<file path="config.mk">
export PLATFORM = sky130hd
export DESIGN_NAME = i2c_slave_byte_controller_core
export DESIGN_NICKNAME = d
export VERILOG_FILES = /design/src/rtl/core/i2csbc_pkg.sv /design/src/rtl/core/i2csbc_ring.sv /design/src/rtl/core/i2csbc_seq.sv /design/src/rtl/core/i2c_slave_byte_controller_core.sv
export SDC_FILE = /design/constraint.sdc
export NUM_CORES = 1
export LEC_CHECK = 0
export ABC_CLOCK_PERIOD_IN_PS = 12000
export BUFFER_PORTS_ARGS = -buffer_cell sky130_fd_sc_hd__buf_2
export CAP_MARGIN = 5
export CORE_AREA = 2 2 216 218
export CTS_CLUSTER_DIAMETER = 40
export DETAILED_ROUTE_END_ITERATION = 7
export DIE_AREA = 0 0 218 220
export REMOVE_ABC_BUFFERS = 1
export SETUP_SLACK_MARGIN = 0.1
export SYNTH_ARGS = -nofsm -noshare
export SYNTH_HDL_FRONTEND = slang
export SYNTH_HIERARCHICAL = 1
export SYNTH_SLANG_ARGS = --single-unit
</file>
<file path="constraint.sdc">
create_clock -name aclk -period 12 [get_ports aclk]
set_input_delay 2.4 -clock aclk [delete_from_list [all_inputs] [get_ports aclk]]
set_output_delay 2.4 -clock aclk [all_outputs]
set_load 0.01 [all_outputs]
</file>
<file path="src/rtl/core/i2csbc_pkg.sv">
`default_nettype none

package i2csbc_pkg;

    // Event codes carried in the input tuser field.
    typedef enum logic [2:0] {
        ACT_START = 3'd0,
        ACT_SHIFT = 3'd1,
        ACT_PUSH  = 3'd2,
        ACT_POP   = 3'd3,
        ACT_FLUSH = 3'd4
    } action_t;

    // Bus mode codes reported with every result.
    localparam logic [2:0] MODE_WAIT_START = 3'd0;
    localparam logic [2:0] MODE_DRIVE_ACK  = 3'd1;
    localparam logic [2:0] MODE_SAMPLE_ACK = 3'd2;
    localparam logic [2:0] MODE_SHIFT_OUT  = 3'd3;
    localparam logic [2:0] MODE_SAMPLE     = 3'd4;

    // Bit of the address byte that selects a master read.
    localparam int ADDR_RW_BIT = 0;

    // Command to one ring for the current transfer.
    typedef struct packed {
        logic push;
        logic pop;
        logic flush;
    } ring_cmd_t;

    // Status of one ring.
    typedef struct packed {
        logic full;
        logic empty;
        logic not_empty_next;
    } ring_stat_t;

    // Decisions of the sequencer for the current transfer.
    typedef struct packed {
        ring_cmd_t  rx_cmd;
        ring_cmd_t  tx_cmd;
        logic [2:0] mode;
        logic       refused;
        logic       overflow;
    } seq_ctl_t;

endpackage

`default_nettype wire

</file>
<file path="src/rtl/core/i2csbc_ring.sv">
`default_nettype none

module i2csbc_ring
    import i2csbc_pkg::*;
#(
    parameter int DEPTH = 16
) (
    input  wire logic       aclk,
    input  wire logic       aresetn,
    input  wire ring_cmd_t  cmd,
    input  wire logic [7:0] wdata,
    output ring_stat_t      stat,
    output logic [7:0]      rdata
);

    localparam int IW = (DEPTH > 1) ? $clog2(DEPTH) : 1;
    localparam int CW = $clog2(DEPTH + 1);

    logic [7:0]    mem [DEPTH];
    logic [IW-1:0] wr_idx_reg, wr_idx_next;
    logic [IW-1:0] rd_idx_reg, rd_idx_next;
    logic [CW-1:0] count_reg, count_next;
    logic [7:0]    rdata_reg;

    // Occupancy flags from the current count; not_empty_next from the next count.
    assign stat.full  = (count_reg == CW'(DEPTH));
    assign stat.empty = (count_reg == '0);
    assign stat.not_empty_next = (count_next != '0);
    assign rdata = rdata_reg;

    // Index and count updates; the sequencer never pushes when full or pops when empty.
    always_comb begin
        wr_idx_next = wr_idx_reg;
        rd_idx_next = rd_idx_reg;
        count_next  = count_reg;
        if (cmd.flush) begin
            wr_idx_next = '0;
            rd_idx_next = '0;
            count_next  = '0;
        end else if (cmd.push) begin
            wr_idx_next = (wr_idx_reg == IW'(DEPTH - 1)) ? '0 : wr_idx_reg + 1'b1;
            count_next  = count_reg + 1'b1;
        end else if (cmd.pop) begin
            rd_idx_next = (rd_idx_reg == IW'(DEPTH - 1)) ? '0 : rd_idx_reg + 1'b1;
            count_next  = count_reg - 1'b1;
        end
    end

    always_ff @(posedge aclk) begin
        if (!aresetn) begin
            wr_idx_reg <= '0;
            rd_idx_reg <= '0;
            count_reg  <= '0;
        end else begin
            wr_idx_reg <= wr_idx_next;
            rd_idx_reg <= rd_idx_next;
            count_reg  <= count_next;
        end
    end

    // Ring storage with a registered read port.
    always_ff @(posedge aclk) begin
        if (cmd.push) begin
            mem[wr_idx_reg] <= wdata;
        end
        if (cmd.pop) begin
            rdata_reg <= mem[rd_idx_reg];
        end
    end

endmodule

`default_nettype wire

</file>
<file path="src/rtl/core/i2csbc_seq.sv">
`default_nettype none

module i2csbc_seq
    import i2csbc_pkg::*;
(
    input  wire logic       aclk,
    input  wire logic       aresetn,
    input  wire logic       accept,
    input  wire logic [2:0] action,
    input  wire logic [7:0] bus_byte,
    input  wire logic [6:0] own_address,
    input  wire ring_stat_t rx_stat,
    input  wire ring_stat_t tx_stat,
    output seq_ctl_t        ctl
);

    typedef enum logic [6:0] {
        PH_WAIT_START  = 7'b0000001,
        PH_CHECK_ADDR  = 7'b0000010,
        PH_ACK_READ    = 7'b0000100,
        PH_SENDING     = 7'b0001000,
        PH_CHECK_REPLY = 7'b0010000,
        PH_ACK_WRITE   = 7'b0100000,
        PH_RECEIVING   = 7'b1000000
    } phase_t;

    phase_t phase_reg, phase_next;
    logic   addr_match;

    assign addr_match = (bus_byte == 8'd0) || (bus_byte[7:1] == own_address);

    // Phase and ring decisions for one accepted transfer.
    always_comb begin
        phase_next = phase_reg;
        ctl        = '0;
        if (accept) begin
            case (action)
                ACT_START: begin
                    phase_next = PH_CHECK_ADDR;
                end
                ACT_SHIFT: begin
                    case (phase_reg)
                        PH_CHECK_ADDR: begin
                            if (!addr_match) begin
                                phase_next = PH_WAIT_START;
                            end else if (bus_byte[ADDR_RW_BIT]) begin
                                phase_next = PH_ACK_READ;
                            end else begin
                                phase_next = PH_ACK_WRITE;
                            end
                        end
                        PH_ACK_READ, PH_CHECK_REPLY: begin
                            // A master NACK or an empty transmit ring ends the read; else the next byte is loaded.
                            if (phase_reg == PH_CHECK_REPLY && bus_byte != 8'd0) begin
                                phase_next = PH_WAIT_START;
                            end else if (!tx_stat.empty) begin
                                ctl.tx_cmd.pop = 1'b1;
                                phase_next     = PH_SENDING;
                            end else begin
                                phase_next = PH_WAIT_START;
                            end
                        end
                        PH_SENDING: begin
                            phase_next = PH_CHECK_REPLY;
                        end
                        PH_ACK_WRITE: begin
                            phase_next = PH_RECEIVING;
                        end
                        PH_RECEIVING: begin
                            if (!rx_stat.full) begin
                                ctl.rx_cmd.push = 1'b1;
                            end else begin
                                ctl.overflow = 1'b1;
                            end
                            phase_next = PH_ACK_WRITE;
                        end
                        default: begin
                            phase_next = phase_reg;
                        end
                    endcase
                end
                ACT_PUSH: begin
                    if (!tx_stat.full) begin
                        ctl.tx_cmd.push = 1'b1;
                    end else begin
                        ctl.refused = 1'b1;
                    end
                end
                ACT_POP: begin
                    ctl.rx_cmd.pop = !rx_stat.empty;
                end
                ACT_FLUSH: begin
                    ctl.rx_cmd.flush = 1'b1;
                    ctl.tx_cmd.flush = 1'b1;
                end
                default: begin
                    phase_next = phase_reg;
                end
            endcase
        end

        // Bus mode after the event.
        case (phase_next)
            PH_CHECK_ADDR:  ctl.mode = MODE_SAMPLE;
            PH_ACK_READ:    ctl.mode = MODE_DRIVE_ACK;
            PH_SENDING:     ctl.mode = MODE_SHIFT_OUT;
            PH_CHECK_REPLY: ctl.mode = MODE_SAMPLE_ACK;
            PH_ACK_WRITE:   ctl.mode = MODE_DRIVE_ACK;
            PH_RECEIVING:   ctl.mode = MODE_SAMPLE;
            default:        ctl.mode = MODE_WAIT_START;
        endcase
    end

    always_ff @(posedge aclk) begin
        if (!aresetn) begin
            phase_reg <= PH_CHECK_ADDR;
        end else begin
            phase_reg <= phase_next;
        end
    end

endmodule

`default_nettype wire

</file>
<file path="src/rtl/core/i2c_slave_byte_controller_core.sv">
// Byte-level I2C slave sequencer with a receive ring and a transmit ring. Each input
// transfer is one event (tuser: start condition, shift done, host push, host pop, flush)
// and yields exactly one result transfer with the bus mode, the byte to shift out, a
// popped byte and status flags. An event is accepted in any cycle in which the result
// register is empty or its result is taken at the same edge, so events can follow back
// to back at one per clock cycle. The result is presented in the cycle after acceptance,
// since the ring memories read the popped entry at the accepting edge. While a result
// waits for m_tready, s_tready stays low. Configuration writes of own_address are taken
// at any time but are meant to happen only while the block is idle. Ring depths are set
// by RX_DEPTH and TX_DEPTH.
`default_nettype none

module i2c_slave_byte_controller_core
    import i2csbc_pkg::*;
#(
    parameter int RX_DEPTH = 16,
    parameter int TX_DEPTH = 16
) (
    input  wire logic        aclk,
    input  wire logic        aresetn,
    input  wire logic        cfg_valid,
    output logic             cfg_ready,
    input  wire logic [6:0]  cfg_data,     // own_address[6:0]
    input  wire logic        s_tvalid,
    output logic             s_tready,
    input  wire logic [15:0] s_tdata,      // bus_byte[7:0], host_byte[15:8]
    input  wire logic [2:0]  s_tuser,      // action[2:0]
    output logic             m_tvalid,
    input  wire logic        m_tready,
    output logic [23:0]      m_tdata       // bus_mode[2:0], send_byte[10:3],
                                           // host_data[18:11], host_data_valid[19],
                                           // rx_not_empty[20], push_refused[21],
                                           // rx_overflow[22], zero[23]
);

    logic [6:0] own_addr_reg;
    logic       accept;
    seq_ctl_t   ctl;
    ring_stat_t rx_stat, tx_stat;
    logic [7:0] rx_rdata, tx_rdata;

    logic       out_valid_reg;
    logic [2:0] mode_reg;
    logic       hvalid_reg;
    logic       not_empty_reg;
    logic       refused_reg;
    logic       overflow_reg;
    logic       load_reg;
    logic [7:0] shift_out_reg;
    logic [7:0] shift_cur;
    logic [7:0] send_byte;
    logic [7:0] host_data;

    // Configuration register.
    assign cfg_ready = 1'b1;

    always_ff @(posedge aclk) begin
        if (!aresetn) begin
            own_addr_reg <= '0;
        end else if (cfg_valid && cfg_ready) begin
            own_addr_reg <= cfg_data;
        end
    end

    // A new event enters whenever the output register is free or being emptied.
    assign s_tready = !out_valid_reg || m_tready;
    assign accept   = s_tvalid && s_tready;

    i2csbc_seq u_seq (
        .aclk        (aclk),
        .aresetn     (aresetn),
        .accept      (accept),
        .action      (s_tuser),
        .bus_byte    (s_tdata[7:0]),
        .own_address (own_addr_reg),
        .rx_stat     (rx_stat),
        .tx_stat     (tx_stat),
        .ctl         (ctl)
    );

    i2csbc_ring #(
        .DEPTH (RX_DEPTH)
    ) u_rx_ring (
        .aclk    (aclk),
        .aresetn (aresetn),
        .cmd     (ctl.rx_cmd),
        .wdata   (s_tdata[7:0]),
        .stat    (rx_stat),
        .rdata   (rx_rdata)
    );

    i2csbc_ring #(
        .DEPTH (TX_DEPTH)
    ) u_tx_ring (
        .aclk    (aclk),
        .aresetn (aresetn),
        .cmd     (ctl.tx_cmd),
        .wdata   (s_tdata[15:8]),
        .stat    (tx_stat),
        .rdata   (tx_rdata)
    );

    // The byte being sent is the freshly read ring entry right after a load.
    assign shift_cur = load_reg ? tx_rdata : shift_out_reg;

    // Result register.
    always_ff @(posedge aclk) begin
        if (!aresetn) begin
            out_valid_reg <= 1'b0;
            load_reg      <= 1'b0;
            shift_out_reg <= '0;
        end else begin
            if (accept) begin
                out_valid_reg <= 1'b1;
                load_reg      <= ctl.tx_cmd.pop;
                shift_out_reg <= shift_cur;
            end else if (m_tready) begin
                out_valid_reg <= 1'b0;
            end
        end
    end

    always_ff @(posedge aclk) begin
        if (accept) begin
            mode_reg      <= ctl.mode;
            hvalid_reg    <= ctl.rx_cmd.pop;
            not_empty_reg <= rx_stat.not_empty_next;
            refused_reg   <= ctl.refused;
            overflow_reg  <= ctl.overflow;
        end
    end

    // Unused payload fields read as zero.
    assign send_byte = (mode_reg == MODE_SHIFT_OUT) ? shift_cur : 8'd0;
    assign host_data = hvalid_reg ? rx_rdata : 8'd0;

    assign m_tvalid = out_valid_reg;
    assign m_tdata  = {1'b0, overflow_reg, refused_reg, not_empty_reg, hvalid_reg,
                       host_data, send_byte, mode_reg};

endmodule

`default_nettype wire

</file>
# Yosys cells after proc, flatten, opt, wreduce, memory -nomap -nowiden
# Memories as Yosys holds them, arrays and structs flattened. A register that Yosys moved wholly into a read port is not among the register bits.
# Index checks and enable logic that the tools add are counted.
[classes]
reduce_logical = 22
n_eq_ne = 24
muxes = 40
bitwise_logic = 3
addsub = 8
[op_table]
columns = ["operator", "n"]
rows = [
  ["$pmux W7 S5", 1],
  ["$mux W5", 5],
  ["$mux W8", 3],
  ["$mux W7", 3],
  ["$mux W4", 5],
  ["$mux W1", 19],
  ["$add A4 B1 Y4 const B", 4],
  ["$eq A4 B4 Y1 const B", 4],
  ["$eq A7 B2 Y1 const B", 2],
  ["$eq A7 B3 Y1 const B", 2],
  ["$eq A7 B4 Y1 const B", 2],
  ["$eq A7 B5 Y1 const B", 2],
  ["$eq A7 B6 Y1 const B", 2],
  ["$eq A7 B7 Y1 const B", 2],
  ["$pmux W7 S2", 1],
  ["$mux W6", 2],
  ["$pmux W3 S4", 1],
  ["$add A5 B1 Y5 const B", 2],
  ["$eq A5 B5 Y1 const B", 2],
  ["$logic_not A5 Y1", 2],
  ["$reduce_or A2 Y1", 5],
  ["$sub A5 B1 Y5 const B", 2],
  ["$eq A3 B2 Y1 const B", 3],
  ["$logic_not A8 Y1", 1],
  ["other kinds (12)", 20],
]
[totals]
mem_count = 2
ram_bits = 256
elab_cells = 115
input_bits = 31
out_inout_bits = 27
regBits = 57
[memory_table]
columns = ["memory", "words", "word_bits", "rd", "rd_ports_with_merged_regs", "wr", "line_no", "text"]
rows = [
  ["u_rx_ring.mem", 16, 8, 1, 1, 1, "i2csbc_ring.sv:19", "logic [7:0] mem [DEPTH];"],
  ["u_tx_ring.mem", 16, 8, 1, 1, 1, "i2csbc_ring.sv:19", ""],
]

# Longest topological paths before layout
[depth]
ltp_word = 10
ltp_mapped = 11
depth_no_buf = 10

# Cells and area by module
# The synthesis kept the hierarchy.
[by_module_without_submodules]
columns = ["mod", "cells_each", "seq_area_each_um2", "instances", "area_per_inst_um2"]
rows = [
  ["i2csbc_ring", 326, 4344.2, 2, 6074.6],
  ["i2c_slave_byte_controller_core", 109, 550.5, 1, 1124.8],
  ["i2csbc_seq", 98, 140.1, 1, 768.2],
]

# Worst setup path after synthesis
# Ideal clock, no wire load.
[synth_path]
kind = "input -> register"
startpoint = "in m_tready"
endpoint = "reg u_tx_ring.rd_idx_reg[3]"
t_required_ns = 11.929
path_slack_ns = 6.211
setup_ns = 0.071
path_stages = 9
arrival_time_ns = 5.718
n_path_buf = 0
path_cell_list = "nand2b_4 > and2_2 > nor3b_4 > nand2_1 > nor4_1 > nor2b_1 > nand2_1 > or3_1 > a21oi_1"
[synth_rtl]
columns = ["element", "line_no", "text"]
rows = [
  ["start: declaration", "i2c_slave_byte_controller_core.sv:29", "input wire logic m_tready,"],
  ["end signal: assignment", "i2csbc_ring.sv:56", "rd_idx_reg <= rd_idx_next;"],
  ["end: declaration", "i2csbc_ring.sv:21", "logic [IW-1:0] rd_idx_reg, rd_idx_next;"],
]

# Worst setup path after layout
[layout_path]
startpoint = "in m_tready"
endpoint = "out s_tready"
[layout_via]
elab_chain_len = 1
[layout_rtl]
columns = ["element", "line_no", "text"]
rows = [
  ["$logic_or A1 B1 Y1", "i2c_slave_byte_controller_core.sv:66", "assign s_tready = !out_valid_reg || m_tready;"],
  ["end: declaration", "i2c_slave_byte_controller_core.sv:25", "output logic s_tready,"],
]
# No other way between the ends.

==> metrics.txt <==
# TYPE chip_impl_metric gauge
chip_impl_metric{name="pin_count_of_the_biggest_net_entering_global_routing",unit=""} 38
chip_impl_metric{name="fin_crit",unit="ns"} 5.18
chip_impl_metric{name="post-cts-setup-buffers",unit=""} 0
chip_impl_info{name="hp-class",value="reg2reg"} 1
chip_impl_metric{name="power_leakage",unit="nW"} 5.48
chip_impl_metric{name="ir_worst_vdd",unit="uV"} 108
chip_impl_metric{name="ys_warn_count",unit=""} 6
chip_impl_metric{name="netlist_area",unit="um^2"} 14000
chip_impl_info{name="end_kind",value="output port"} 1
chip_impl_metric{name="chipHeight",unit="um"} 220
chip_impl_metric{name="ant_cells",unit=""} 0
chip_impl_metric{name="cts.sinks",unit=""} 329
chip_impl_metric{name="clock-skew-final",unit="ns"} 0.0187
chip_impl_metric{name="post_dp_cell_area",unit="um^2"} 14800
chip_impl_metric{name="clock.fmax",unit="GHz"} 0.193
chip_impl_metric{name="count_of_unresolved_drc_violations_after_routing",unit=""} 0
chip_impl_info{name="reg_top3",value="u_rx_ring/mem (128), u_tx_ring/mem (128)"} 1
chip_impl_metric{name="vias_per_cell",unit=""} 4.77
chip_impl_metric{name="grt_pass1_wl",unit="um"} 44900
chip_impl_metric{name="vias",unit=""} 7499
chip_impl_metric{name="avgSynthCellArea",unit="um^2"} 16.4
chip_impl_metric{name="hpwlAfterDp",unit="um"} 18800
chip_impl_metric{name="cells_after_synth",unit=""} 852
chip_impl_metric{name="worst_hold_path.num_cells",unit=""} 2
chip_impl_metric{name="fp.coreArea",unit="um^2"} 45900
chip_impl_metric{name="clk-insertion-delay-late",unit="ns"} 0.56
chip_impl_metric{name="cts_hold_buffers",unit=""} 0
chip_impl_metric{name="row_count",unit=""} 79
chip_impl_metric{name="cellPowerDensity",unit="nW/um^2"} 169
chip_impl_metric{name="place.gp.congestion",unit=""} 0.784
chip_impl_metric{name="flow.area_growth_from_synthesis",unit="%"} 18.5
chip_impl_metric{name="timing.final.max_slew_violations",unit=""} 0
chip_impl_metric{name="setup_viol",unit=""} 0
chip_impl_metric{name="max-cap-violations",unit=""} 0
chip_impl_metric{name="timing_worst_slew_pin_value",unit="ns"} 0.791
chip_impl_metric{name="post_cts_resize_count",unit=""} 0
chip_impl_metric{name="fillerInstances",unit=""} 4322
chip_impl_metric{name="detailedRoute.firstPassIterationCount",unit=""} 5
chip_impl_metric{name="grt_pass1_vias",unit=""} 7731
chip_impl_metric{name="die_w",unit="um"} 218
chip_impl_metric{name="r2r_setup_slack",unit="ns"} 8.50
chip_impl_metric{name="cts_buffer_depth",unit=""} 3
chip_impl_metric{name="worst-r2r-cell-count",unit=""} 9
chip_impl_metric{name="post-route-cell-area",unit="um^2"} 16600
chip_impl_metric{name="number_of_nets_in_the_layout",unit=""} 967
chip_impl_metric{name="cts_htree_levels",unit=""} 2
chip_impl_metric{name="cts_inserted_buffers",unit=""} 50
chip_impl_metric{name="drt_iter0_markers",unit=""} 478
chip_impl_info{name="cts_tree",value="built"} 1
chip_impl_info{name="status",value="finished, final reports clean"} 1
chip_impl_metric{name="max-slew-margin-rel",unit=""} 0.472
chip_impl_info{name="cts_root_buffer",value="sky130_fd_sc_hd__clkbuf_16"} 1
chip_impl_metric{name="setup_tns",unit="ns"} 0
chip_impl_metric{name="postRouteAntennaNets",unit=""} 0
chip_impl_info{name="kind_of_start_point_of_the_critical_path",value="input port"} 1
chip_impl_metric{name="wirelength",unit="um"} 28900
chip_impl_metric{name="hold_viol_final",unit=""} 0
chip_impl_metric{name="post_route_fraction_of_the_period_consumed_by_the_critical_path",unit=""} 0.431
chip_impl_metric{name="effective_utilization_at_floorplan",unit=""} 0.305
chip_impl_metric{name="cts.reportedPaths.clkPinSlew",unit="ns"} 0.05
chip_impl_metric{name="crit_required",unit="ns"} 9.60
chip_impl_info{name="rsz0062_at_grt",value="false"} 1
chip_impl_metric{name="grt-ovfl-total",unit=""} 0
chip_impl_metric{name="crit_path_max_fanout",unit=""} 5
chip_impl_metric{name="grt_use_total",unit=""} 0.122
chip_impl_metric{name="io-pin-count",unit=""} 58
chip_impl_metric{name="wl_per_cell",unit="um"} 18.4
chip_impl_metric{name="antenna_found_initial",unit=""} 1
chip_impl_metric{name="fp.dieArea",unit="um^2"} 48000
chip_impl_metric{name="numPortBuffers",unit=""} 55
chip_impl_info{name="worst-setup-path-type",value="in2out"} 1
chip_impl_metric{name="layout-drive-gt1-share",unit=""} 0.215
chip_impl_metric{name="critPathArrivalTime",unit="ns"} 2.78
## metal layers
metal	wire length, um	vias to the layer above	track usage
li1	-	3477	-
met1	12500	3789	0.152
met2	14200	166	0.209
met3	1410	65	0.0268
met4	833	2	0.0449
met5	14	-	0
## worst paths after layout
check / from / endpoint
worst max-delay path: m_tready / s_tready
worst min-delay path: shift_out_reg[5] / shift_out_reg[5]
worst max register to register: m_tvalid / u_rx_ring/mem[1][5]
worst min register to register: shift_out_reg[5] / shift_out_reg[5]
## per-stage QoR
step / hold slack (ns) / power (W) / setup WS [ns] / utilization / std cells
floorplan: 0.434 / 0.00129 / 6.25 / - / 804
global placement: 0.442 / 0.00132 / 6.46 / 0.323 / 1477
detailed placement: 0.455 / 0.00132 / 6.28 / 0.323 / 1477
CTS: 0.463 / 0.00284 / 6.82 / 0.362 / 1571
global route: 0.483 / 0.00290 / 6.57 / 0.362 / 1571
finish: 0.459 / 0.00281 / 6.82 / 0.362 / 1571
## layout by cell type, fill, tap and decap left out, drive strengths merged, types with 14 or more instances in the layout
cell,count
edfxtp,279
buf,66
mux4,64
clkbuf,54
dfxtp,50
nand2,48
and2,45
mux2i,44
nor2,43
a21oi,33
nor2b,30
inv,27
a211oi,19
clkinv,15
ha,14
## cell type report
cell class,instances,area [um^2],area share
Tap cell,607,759,0.0458
Inverter,15,56.3,0.00339
Sequential cell,329,9380,0.566
Clock inverter,40,505,0.0305
Clock buffer,54,1280,0.0769
Timing Repair Buffer,66,358,0.0216
Multi-Input combinational cell,460,4250,0.256
## critical path: stages
cell	delay (ns)
sky130_fd_sc_hd__buf_2	0.10
sky130_fd_sc_hd__nand2b_4	0.14
sky130_fd_sc_hd__buf_2	0.14
## power breakdown
| group | total, W | internal [W] | leakage (nW) | switching [W] |
|---|---|---|---|---|
| Clock | 0.00151 | 0.000961 | 0.856 | 0.000550 |
| Combinational | 0.0000501 | 0.0000148 | 1.70 | 0.0000353 |
| Sequential | 0.00125 | 0.00124 | 2.92 | 0.00000309 |
Power figures use the tool's default switching activity.
